===== config.mk =====
export PLATFORM = sky130hd
export DESIGN_NAME = nmea_field_extractor_top
export DESIGN_NICKNAME = d
export VERILOG_FILES = /design/src/hw/rtl/nfe_pkg.sv /design/src/hw/rtl/nmea_field_extractor_top.sv
export SDC_FILE = /design/constraint.sdc
export NUM_CORES = 1
export LEC_CHECK = 0
export ABC_AREA = 0
export BUFFER_PORTS_ARGS = -buffer_cell sky130_fd_sc_hd__buf_4
export CAP_MARGIN = 20
export CORE_MARGIN = 5
export CORE_UTILIZATION = 52
export CTS_CLUSTER_DIAMETER = 150
export DETAILED_ROUTE_END_ITERATION = 10
export PLACE_DENSITY = 0.78
export RECOVER_POWER = 50
export SLEW_MARGIN = 20
export SYNTH_ARGS = -nofsm -noshare
export SYNTH_HDL_FRONTEND = slang
export SYNTH_SLANG_ARGS = --single-unit

===== constraint.sdc =====
create_clock -name clk -period 3.75 [get_ports clk]
set_clock_uncertainty 0.15 [all_clocks]
set_input_delay 0.1875 -clock clk [delete_from_list [all_inputs] [get_ports clk]]
set_output_delay 0.1875 -clock clk [all_outputs]
set_load 0.1 [all_outputs]

===== src/hw/rtl/nfe_pkg.sv =====
// ----------------------------------------------------------------------------
// nfe_pkg
// Types, character constants and field code tables shared by the NMEA
// sentence field extractor.
// ----------------------------------------------------------------------------
package nfe_pkg;

  typedef enum logic [1:0] {
    KIND_NONE  = 2'd0,
    KIND_GGA   = 2'd1,
    KIND_RMC   = 2'd2,
    KIND_OTHER = 2'd3
  } kind_t;

  localparam logic [7:0] CHAR_DOLLAR = 8'h24;
  localparam logic [7:0] CHAR_COMMA  = 8'h2C;
  localparam logic [7:0] CHAR_CR     = 8'h0D;
  localparam logic [7:0] CHAR_LF     = 8'h0A;

  localparam logic [2:0] HDR_IDLE = 3'd0;
  localparam logic [2:0] HDR_LAST = 3'd5;
  localparam logic [2:0] HDR_DONE = 3'd6;

  localparam logic [3:0] IDX_MAX = 4'd15;

  // Field codes on the result channel.
  localparam logic [3:0] FC_TIME     = 4'd0;
  localparam logic [3:0] FC_DATE     = 4'd1;
  localparam logic [3:0] FC_LAT      = 4'd2;
  localparam logic [3:0] FC_NS       = 4'd3;
  localparam logic [3:0] FC_LON      = 4'd4;
  localparam logic [3:0] FC_EW       = 4'd5;
  localparam logic [3:0] FC_FIX      = 4'd6;
  localparam logic [3:0] FC_SATS     = 4'd7;
  localparam logic [3:0] FC_STATUS   = 4'd8;
  localparam logic [3:0] FC_HDOP     = 4'd9;
  localparam logic [3:0] FC_ALT      = 4'd10;
  localparam logic [3:0] FC_GEOID    = 4'd11;
  localparam logic [3:0] FC_NOT_KEPT = 4'd15;

  // Expected header character at header position p (0..4).
  function automatic logic [7:0] hdr_gga_char(input logic [2:0] p);
    case (p)
      3'd0:    hdr_gga_char = "G";
      3'd1:    hdr_gga_char = "P";
      3'd2:    hdr_gga_char = "G";
      3'd3:    hdr_gga_char = "G";
      default: hdr_gga_char = "A";
    endcase
  endfunction

  function automatic logic [7:0] hdr_rmc_char(input logic [2:0] p);
    case (p)
      3'd0:    hdr_rmc_char = "G";
      3'd1:    hdr_rmc_char = "P";
      3'd2:    hdr_rmc_char = "R";
      3'd3:    hdr_rmc_char = "M";
      default: hdr_rmc_char = "C";
    endcase
  endfunction

  // Field code of a comma-counted field index within a kept sentence.
  function automatic logic [3:0] kept_code(input kind_t k, input logic [3:0] idx);
    logic [3:0] c;
    c = FC_NOT_KEPT;
    case (k)
      KIND_GGA: begin
        case (idx)
          4'd1:    c = FC_TIME;
          4'd2:    c = FC_LAT;
          4'd3:    c = FC_NS;
          4'd4:    c = FC_LON;
          4'd5:    c = FC_EW;
          4'd6:    c = FC_FIX;
          4'd7:    c = FC_SATS;
          4'd8:    c = FC_HDOP;
          4'd9:    c = FC_ALT;
          4'd11:   c = FC_GEOID;
          default: c = FC_NOT_KEPT;
        endcase
      end
      KIND_RMC: begin
        case (idx)
          4'd1:    c = FC_TIME;
          4'd2:    c = FC_STATUS;
          4'd3:    c = FC_LAT;
          4'd4:    c = FC_NS;
          4'd5:    c = FC_LON;
          4'd6:    c = FC_EW;
          4'd9:    c = FC_DATE;
          default: c = FC_NOT_KEPT;
        endcase
      end
      default: c = FC_NOT_KEPT;
    endcase
    return c;
  endfunction

endpackage


===== src/hw/rtl/nmea_field_extractor_top.sv =====
// ----------------------------------------------------------------------------
// nmea_field_extractor_top
// Extracts the position and time fields of GGA and RMC sentences from an
// NMEA character stream.
// ----------------------------------------------------------------------------
// Usage:
//   The input channel (in_valid/in_ready/in_byte_value) takes one character
//   per request. A '$' opens a sentence header; GPGGA and GPRMC sentences are
//   kept, every other sentence is skipped until the next '$', CR or LF.
//   The result channel (out_valid/out_ready/out_*) carries one request per
//   character of a kept field, tagged with its field code, plus an end marker
//   (out_field_end high, out_char_value zero) on the comma that closes a
//   non-empty kept field. Most characters produce no result.
//   Each result is on the output register in the cycle after its character is
//   accepted. Throughput is one character per cycle while the receiver does not
//   stall, set by the single parser state update done in the cycle of acceptance.
//   When the receiver stalls with a result pending, in_ready drops; it stays
//   high while the output register is empty or being drained in that cycle.
//   Reset (rst_n low, synchronous) returns the parser to idle, waiting for a
//   '$', and empties the output register.
// ----------------------------------------------------------------------------
module nmea_field_extractor_top
  import nfe_pkg::*;
(
  input  logic       clk,
  input  logic       rst_n,
  input  logic       in_valid,
  output logic       in_ready,
  input  logic [7:0] in_byte_value,
  output logic       out_valid,
  input  logic       out_ready,
  output logic       out_sentence_kind,
  output logic [3:0] out_field_code,
  output logic [7:0] out_char_value,
  output logic       out_field_end
);

  logic [2:0] hdr_pos_r, hdr_pos_nxt;
  logic       match_gga_r, match_gga_nxt;
  logic       match_rmc_r, match_rmc_nxt;
  kind_t      kind_r, kind_nxt;
  logic [3:0] idx_r, idx_nxt;
  logic       nonempty_r, nonempty_nxt;

  logic       out_valid_r;
  logic       kind_bit_r;
  logic [3:0] code_r;
  logic [7:0] char_r;
  logic       end_r;

  logic       emit;
  logic [3:0] emit_code;
  logic [7:0] emit_char;
  logic       emit_end;
  logic       in_fire;
  logic [2:0] hdr_off;
  logic [3:0] cur_code;

  assign in_ready = !out_valid_r || out_ready;
  assign in_fire  = in_valid && in_ready;
  assign hdr_off  = hdr_pos_r - 3'd1;
  assign cur_code = kept_code(kind_r, idx_r);

  always_comb begin
    hdr_pos_nxt   = hdr_pos_r;
    match_gga_nxt = match_gga_r;
    match_rmc_nxt = match_rmc_r;
    kind_nxt      = kind_r;
    idx_nxt       = idx_r;
    nonempty_nxt  = nonempty_r;
    emit          = 1'b0;
    emit_code     = cur_code;
    emit_char     = in_byte_value;
    emit_end      = 1'b0;
    if (in_byte_value == CHAR_DOLLAR) begin
      hdr_pos_nxt   = 3'd1;
      match_gga_nxt = 1'b1;
      match_rmc_nxt = 1'b1;
      kind_nxt      = KIND_NONE;
      idx_nxt       = '0;
      nonempty_nxt  = 1'b0;
    end else if (in_byte_value == CHAR_CR || in_byte_value == CHAR_LF) begin
      hdr_pos_nxt   = HDR_IDLE;
      match_gga_nxt = 1'b0;
      match_rmc_nxt = 1'b0;
      kind_nxt      = KIND_NONE;
      idx_nxt       = '0;
      nonempty_nxt  = 1'b0;
    end else if (hdr_pos_r == HDR_IDLE) begin
      // Characters outside a sentence are dropped.
    end else if (hdr_pos_r <= HDR_LAST) begin
      match_gga_nxt = match_gga_r && (in_byte_value == hdr_gga_char(hdr_off));
      match_rmc_nxt = match_rmc_r && (in_byte_value == hdr_rmc_char(hdr_off));
      hdr_pos_nxt   = hdr_pos_r + 3'd1;
      if (hdr_pos_r == HDR_LAST) begin
        if (match_gga_nxt) begin
          kind_nxt = KIND_GGA;
        end else if (match_rmc_nxt) begin
          kind_nxt = KIND_RMC;
        end else begin
          kind_nxt = KIND_OTHER;
        end
        idx_nxt      = '0;
        nonempty_nxt = 1'b0;
      end
    end else if (in_byte_value == CHAR_COMMA) begin
      if (cur_code != FC_NOT_KEPT && nonempty_r) begin
        emit      = 1'b1;
        emit_char = '0;
        emit_end  = 1'b1;
      end
      if (idx_r != IDX_MAX) begin
        idx_nxt = idx_r + 4'd1;
      end
      nonempty_nxt = 1'b0;
    end else if (cur_code != FC_NOT_KEPT) begin
      nonempty_nxt = 1'b1;
      emit         = 1'b1;
    end
  end

  always_ff @(posedge clk) begin
    if (!rst_n) begin
      hdr_pos_r   <= HDR_IDLE;
      match_gga_r <= 1'b0;
      match_rmc_r <= 1'b0;
      kind_r      <= KIND_NONE;
      idx_r       <= '0;
      nonempty_r  <= 1'b0;
      out_valid_r <= 1'b0;
    end else begin
      if (in_fire) begin
        hdr_pos_r   <= hdr_pos_nxt;
        match_gga_r <= match_gga_nxt;
        match_rmc_r <= match_rmc_nxt;
        kind_r      <= kind_nxt;
        idx_r       <= idx_nxt;
        nonempty_r  <= nonempty_nxt;
        out_valid_r <= emit;
      end else if (out_ready) begin
        out_valid_r <= 1'b0;
      end
    end
  end

  // Result payload; only loaded when a new result is produced.
  always_ff @(posedge clk) begin
    if (in_fire && emit) begin
      kind_bit_r <= (kind_r == KIND_RMC);
      code_r     <= emit_code;
      char_r     <= emit_char;
      end_r      <= emit_end;
    end
  end

  assign out_valid         = out_valid_r;
  assign out_sentence_kind = kind_bit_r;
  assign out_field_code    = code_r;
  assign out_char_value    = char_r;
  assign out_field_end     = end_r;

  // An end marker never carries a character.
  a_end_no_char: assert property (@(posedge clk) disable iff (!rst_n)
    out_valid_r && end_r |-> char_r == 8'd0)
    else $error("end marker with nonzero character");

  // Only kept field codes reach the output.
  a_code_range: assert property (@(posedge clk) disable iff (!rst_n)
    out_valid_r |-> code_r <= FC_GEOID)
    else $error("field code out of range");

  // A sentence body exists only after a complete header.
  a_kind_hdr: assert property (@(posedge clk) disable iff (!rst_n)
    kind_r != KIND_NONE |-> hdr_pos_r == HDR_DONE)
    else $error("sentence kind set without complete header");

  // A dollar restarts the header and never produces a result.
  a_dollar_restart: assert property (@(posedge clk) disable iff (!rst_n)
    in_fire && in_byte_value == CHAR_DOLLAR |=>
      hdr_pos_r == 3'd1 && kind_r == KIND_NONE && !out_valid_r)
    else $error("dollar did not restart the header");

endmodule

======== After elaboration in Yosys (flattened, before gate mapping) ========
Memory sizes are Yosys's and may differ from the RTL's. A register that Yosys moved wholly into a read port is not among the register bits.
Index checks and enable logic that the tools add are counted.
word-level totals
  input port bits ......................... 12
  bits in latches ......................... 0
  bits in read-only memories .............. 64
  logic and storage cells ................. 124
  memories kept ........................... 1
  memory bits (writable) .................. 0
  flip-flop bits (word level) ............. 27
memory list
  memory            words  bits a word  read ports  clocked after Yosys merged registers in  wr ports  RTL line       RTL
  (name not given)  16     4            1           1                                        0         nfe_pkg.sv:68  case (idx)
cells by class
  equal/unequal tests ..................... 23
  shifts and indexed selects .............. 0
  bitwise operators ....................... 1
  reductions and logical operators ........ 22
  order comparisons ....................... 1
  $add $sub $neg .......................... 3
  div/mod/pow operators ................... 0
  mux-type cells .......................... 62
  multiply operators ...................... 0
operators with widths
  cell                  count
  $mux W8               14
  $mux W4               9
  $pmux W4 S7           1
  $mux W1               25
  $pmux W5 S4           1
  $eq A8 B4 Y1 const B  2
  $eq A8 B6 Y1 const B  2
  $eq A8 B8 Y1          2
  $eq A4 B3 Y1 const B  3
  $mux W2               6
  $mux W3               4
  $pmux W5 S2           1
  $eq A4 B2 Y1 const B  2
  $ne A4 B4 Y1 const B  2
  $pmux W4 S2           1
  $reduce_and A4 Y1     2
  $reduce_bool A4 Y1    2
  $eq A3 B2 Y1 const B  2
  $logic_not A3 Y1      2
  $reduce_bool A3 Y1    2
  $logic_and A1 B1 Y1   5
  $reduce_and A5 Y1     1
  $reduce_bool A5 Y1    1
  $reduce_or A5 Y1      1
  other kinds (18)      19

======== Depth between registers and ports, before layout ========
  depth after elaboration ................. 16
  depth in mapped cells ................... 13

======== Worst setup path after synthesis ========
No wires, ideal clock.
  path type ............................... register to register
  start point ............................. register out_valid_r, in the netlist out_valid
  end point ............................... register char_r[0], in the netlist out_char_value[0], enable pin
  data arrival time ....................... 3.522 ns
  cell stages (with the launch flop) ...... 4
  setup time .............................. 0.430 ns
  slack ................................... -0.352 ns
  cell sequence ........................... dfxtp_1 -> nand2b_1 -> nand2_1 -> nor4b_1
between the ends
  cells in the longest elaborated chain, start to end .. 4
ends and longest elaborated chain
  what                    RTL line                         RTL
  from (decl)             nmea_field_extractor_top.sv:45   logic out_valid_r;
  from (signal assigned)  nmea_field_extractor_top.sv:139  out_valid_r <= emit;
  $logic_not A1 Y1        nmea_field_extractor_top.sv:59   assign in_ready = !out_valid_r || out_ready;
  $logic_or A1 B1 Y1      nmea_field_extractor_top.sv:59
  net in_ready            nmea_field_extractor_top.sv:28   output logic in_ready,
  $logic_and A1 B1 Y1     nmea_field_extractor_top.sv:60   assign in_fire = in_valid && in_ready;
  $logic_and A1 B1 Y1     nmea_field_extractor_top.sv:148  if (in_fire && emit) begin
  to (signal assigned)    nmea_field_extractor_top.sv:151  char_r <= emit_char;
  to (decl)               nmea_field_extractor_top.sv:48   logic [7:0] char_r;
The timed path passes the listed nets, and every way through them passes these cells.
A chain may end at the register's enable or synchronous reset.

==> summary.md <==
| Metric | Value |
|---|---|
| Hold buffers post-CTS | 3 |
| Wire length per cell | ~14 µm |
| RSZ-0062 raised after global routing | no |
| Commonest cells in the netlist | 21 x inv_1, 17 x dfxtp_1, 16 x ha_1, 16 x o21ai_0, 15 x nand2_1 |
| IO buf count | 27 |
| WP buf/inv | 2 |
| DR pass1 iterations | 4 |
| Top cell type's share of synthesized area | 0.2068 |
| CP arrival | 3.20 ns |
| Critical path's top delay family | simple AND/OR/NAND/NOR gates |
| CP Data Required Time | between 3 and 4 ns |
| ANT nets after route | 0 |
| CTS buffer count | 5 |
| Synth top area cells | edfxtp_1 21%, dfxtp_1 17%, ha_1 9.8% |
| Slew HR | 0.2216 |
| Worst reg-to-reg path cell count | 10 |
| Async set or reset register ratio after synthesis | 0 |
| # IOs | 28 |
| Layout cells sized above 1 | 0.09312 |
| Max stage delay cell, worst path | dlygate4sd3_1 |
| Clk sinks | 31 |
| Worst-path clk slew | approximately 0.07 ns |
| Resized cells post-CTS | 0 |
| Count of different cell masters after synthesis | 56 |
| Post-Syn Instances | 220 |
| Core area | about 3700 µm² |
| # DRC | 0 |
| WHS Endpoint | nonempty_r |
| GRT overflow | 0 |
| Number of hold violations in the final report | 0 |
| Worst Tran Pin Value | 1.173 ns |
| Syn Nets | between 200 and 250 |
| Hold Crit Class | in -> reg |
| CP cell instances | dlygate4sd3_1 -> clkbuf_1 -> nor3_1 -> and3_1 -> nor2_1 -> and3_1 -> o21a_1 -> o21a_1 -> ha_1 -> mux2i_1 -> a2bb2oi_1 |
| Row Count | 22 |
| Initial Utilization | 0.5471 |
| Run status | complete, no violations |
| Most common cell in the synthesized netlist | inv_1 |
| First-pass GRT wire length | slightly below 7000 µm |
| Worst-Skew Late Latency | approximately 0.28 ns |
| Total Wirelength | between 4000 and 5000 µm |
| TNS Setup | 0 ns |
| H-Tree Depth | 2 |
| Crit end category | flop |
| Synth area leader | edfxtp_1 |
| # fillers | roughly 350 |
| Worst setup path startpoint | in_byte_value[4] |
| Vias in the first global route | between 1.5k and 2k |
| All-layer global routing usage | 0.1654 |
| Initial antenna violation count | 0 |
| DRT iter0 DRCs | 87 |
| CP startpoint kind | input port |
| R2R Path Start | hdr_pos_r[1] |
| FF-to-FF setup slack | 0.81 ns |
| Delay of the slowest critical-path stage | 0.55 ns |
| Max IR drop VDD | roughly 0.19 mV |
| Layout area overhead | 11.38% |
| Setup CP Type | in -> reg |
| Final core utilization | 0.6094 |
| CTS tree | built |
| Largest net degree at the start of global routing | 18 |
| P per Cell Area | between 200 and 300 nW/µm² |
| Final Cycle Share | 0.8571 |
| Seq/Total Area, Yosys | 0.3742 |
| Worst Min Path Start | rst_n |
| Post-synthesis cell area | about 2000 µm² |
| Final nets | approximately 270 |
| Die Wd | 72.53 µm |
| EDFF count, synth | 14 |
| Deepest clock path buffer count | 2 |
| Vias | roughly 1.7k |
| Syn_area_per_cell | between 9 and 10 µm² |
| Worst Path Max Fanout | 8 |
| Top_reg_cell synth | dfxtp_1 |
| Clock root cell | clkbuf_8 |
| Final setup violation count | 0 |
| Max-cap violations | 0 |
| Die ar. | between 5000 and 6000 µm² |
| Flops & latches, synth | 31 |
| Final Critical Period | roughly 3.2 ns |
| Hold path cells | 3 |
| Setup bufs post-CTS | 0 |
| Achievable frequency | around 310 MHz |
| Antenna Cells | 0 |
| DR vias/cell | about 5.7 |
| Final slew viol count | 0 |
| Final Wtd Congestion | 0.8861 |
| Height of the chip | 72.53 µm |
| Final HPWL DP | approximately 3100 µm |
| Leakage power | between 0.0008 and 0.0009 µW |
| Synth Warn # | 0 |
## metal layers
metal,up-vias,GRT usage,wire (µm)
li1,850,-,-
met1,770,0.2171,1888
met2,61,0.2745,1981
met3,4,0.03878,346
met4,0,0.03893,27
met5,-,0,0
## where the power goes
part / total [µW] / internal, µW / switching [µW]
registers: 353 / 352 / 0.733
logic: 41.5 / 17.9 / 23.6
clock network: 248 / 127 / 120
total: 642 / 498 / 145
## worst max path at each step
stage / to / slack, ns / cells past startpoint
final: flop / 0.54 / 11
after global routing: flop / 0.27 / 12
after CTS: flop / 0.65 / 12
after detailed placement: flop / 0.83 / 10
after global placement: kind_r[0] / 0.91 / 9
after floorplan: flop / 0.25 / 9
## layout by cell type, fill, tap and decap left out, types with 2 or more instances in the layout
master / n
clkbuf_1: 22
inv_1: 21
dfxtp_1: 17
o21ai_0: 16
ha_1: 16
nand2_1: 15
nor2_1: 14
edfxtp_1: 14
a21oi_1: 9
and2_1: 7
buf_4: 7
nand4_1: 6
nor3_1: 5
and3_1: 5
clkbuf_8: 5
nor3b_1: 4
nand3_1: 4
o21a_1: 4
mux2i_1: 3
dlygate4sd3_1: 3
nand2b_1: 2
o22ai_1: 2
a2bb2oi_1: 2
a32oi_1: 2
a221o_1: 2
o32a_1: 2
o211ai_1: 2
o31ai_1: 2
and4_1: 2
o22a_1: 2
xor2_1: 2
xnor2_1: 2
a22oi_1: 2
nor2b_1: 2
## worst reg2reg max path, cell delays in order (launching register included)
cell and delay (ns):
dfxtp_1 0.42, inv_1 0.12, ha_1 0.25, or3b_1 0.47
nor3_2 0.27, nand4_1 0.14, o21ai_0 0.32, nand2_1 0.16
ha_1 0.29, mux2i_1 0.13, a2bb2oi_1 0.08
## stage by stage
stage | hold slack [ns] | power, µW | area (µm²) | instances | worst slack, ns
after floorplan | 0.1657 | 385.2 | 2039 | 220 | 0.2506
final | 0.07787 | 642.2 | 2265 | 295 | 0.5359
after detailed placement | 0.2404 | 400.9 | 2248 | 284 | 0.8259
after global routing | 0.08537 | 662.9 | 2265 | 295 | 0.2722
after CTS | 0.003716 | 650.7 | 2360 | 295 | 0.6456
after global placement | 0.2416 | 400.3 | 2248 | 284 | 0.9128
## cell families after synthesis
| group | after synthesis | synth area share |
|---|---|---|
| AO/OA/AOI/OAI | 59 | 0.2228 |
| AND/OR/NAND/NOR | 74 | 0.2037 |
| adder cells (fa/ha/maj) | 16 | 0.09846 |
| XOR/XNOR | 4 | 0.01723 |
| buffers and inverters | 33 | 0.06892 |
| flip-flops | 31 | 0.3742 |
| multiplexers | 3 | 0.01477 |
## final cells by class
type	count	area, µm²	share of cell area
repair buffers	31	161.4	0.07127
multi-input cells	156	1122	0.4956
clock inverters	2	8.758	0.003867
clock buffers	6	72.57	0.03204
inverters	21	78.83	0.03481
well taps	48	60.06	0.02652
flip-flops and latches	31	760.7	0.3359
(Power assumes the default switching activity.)
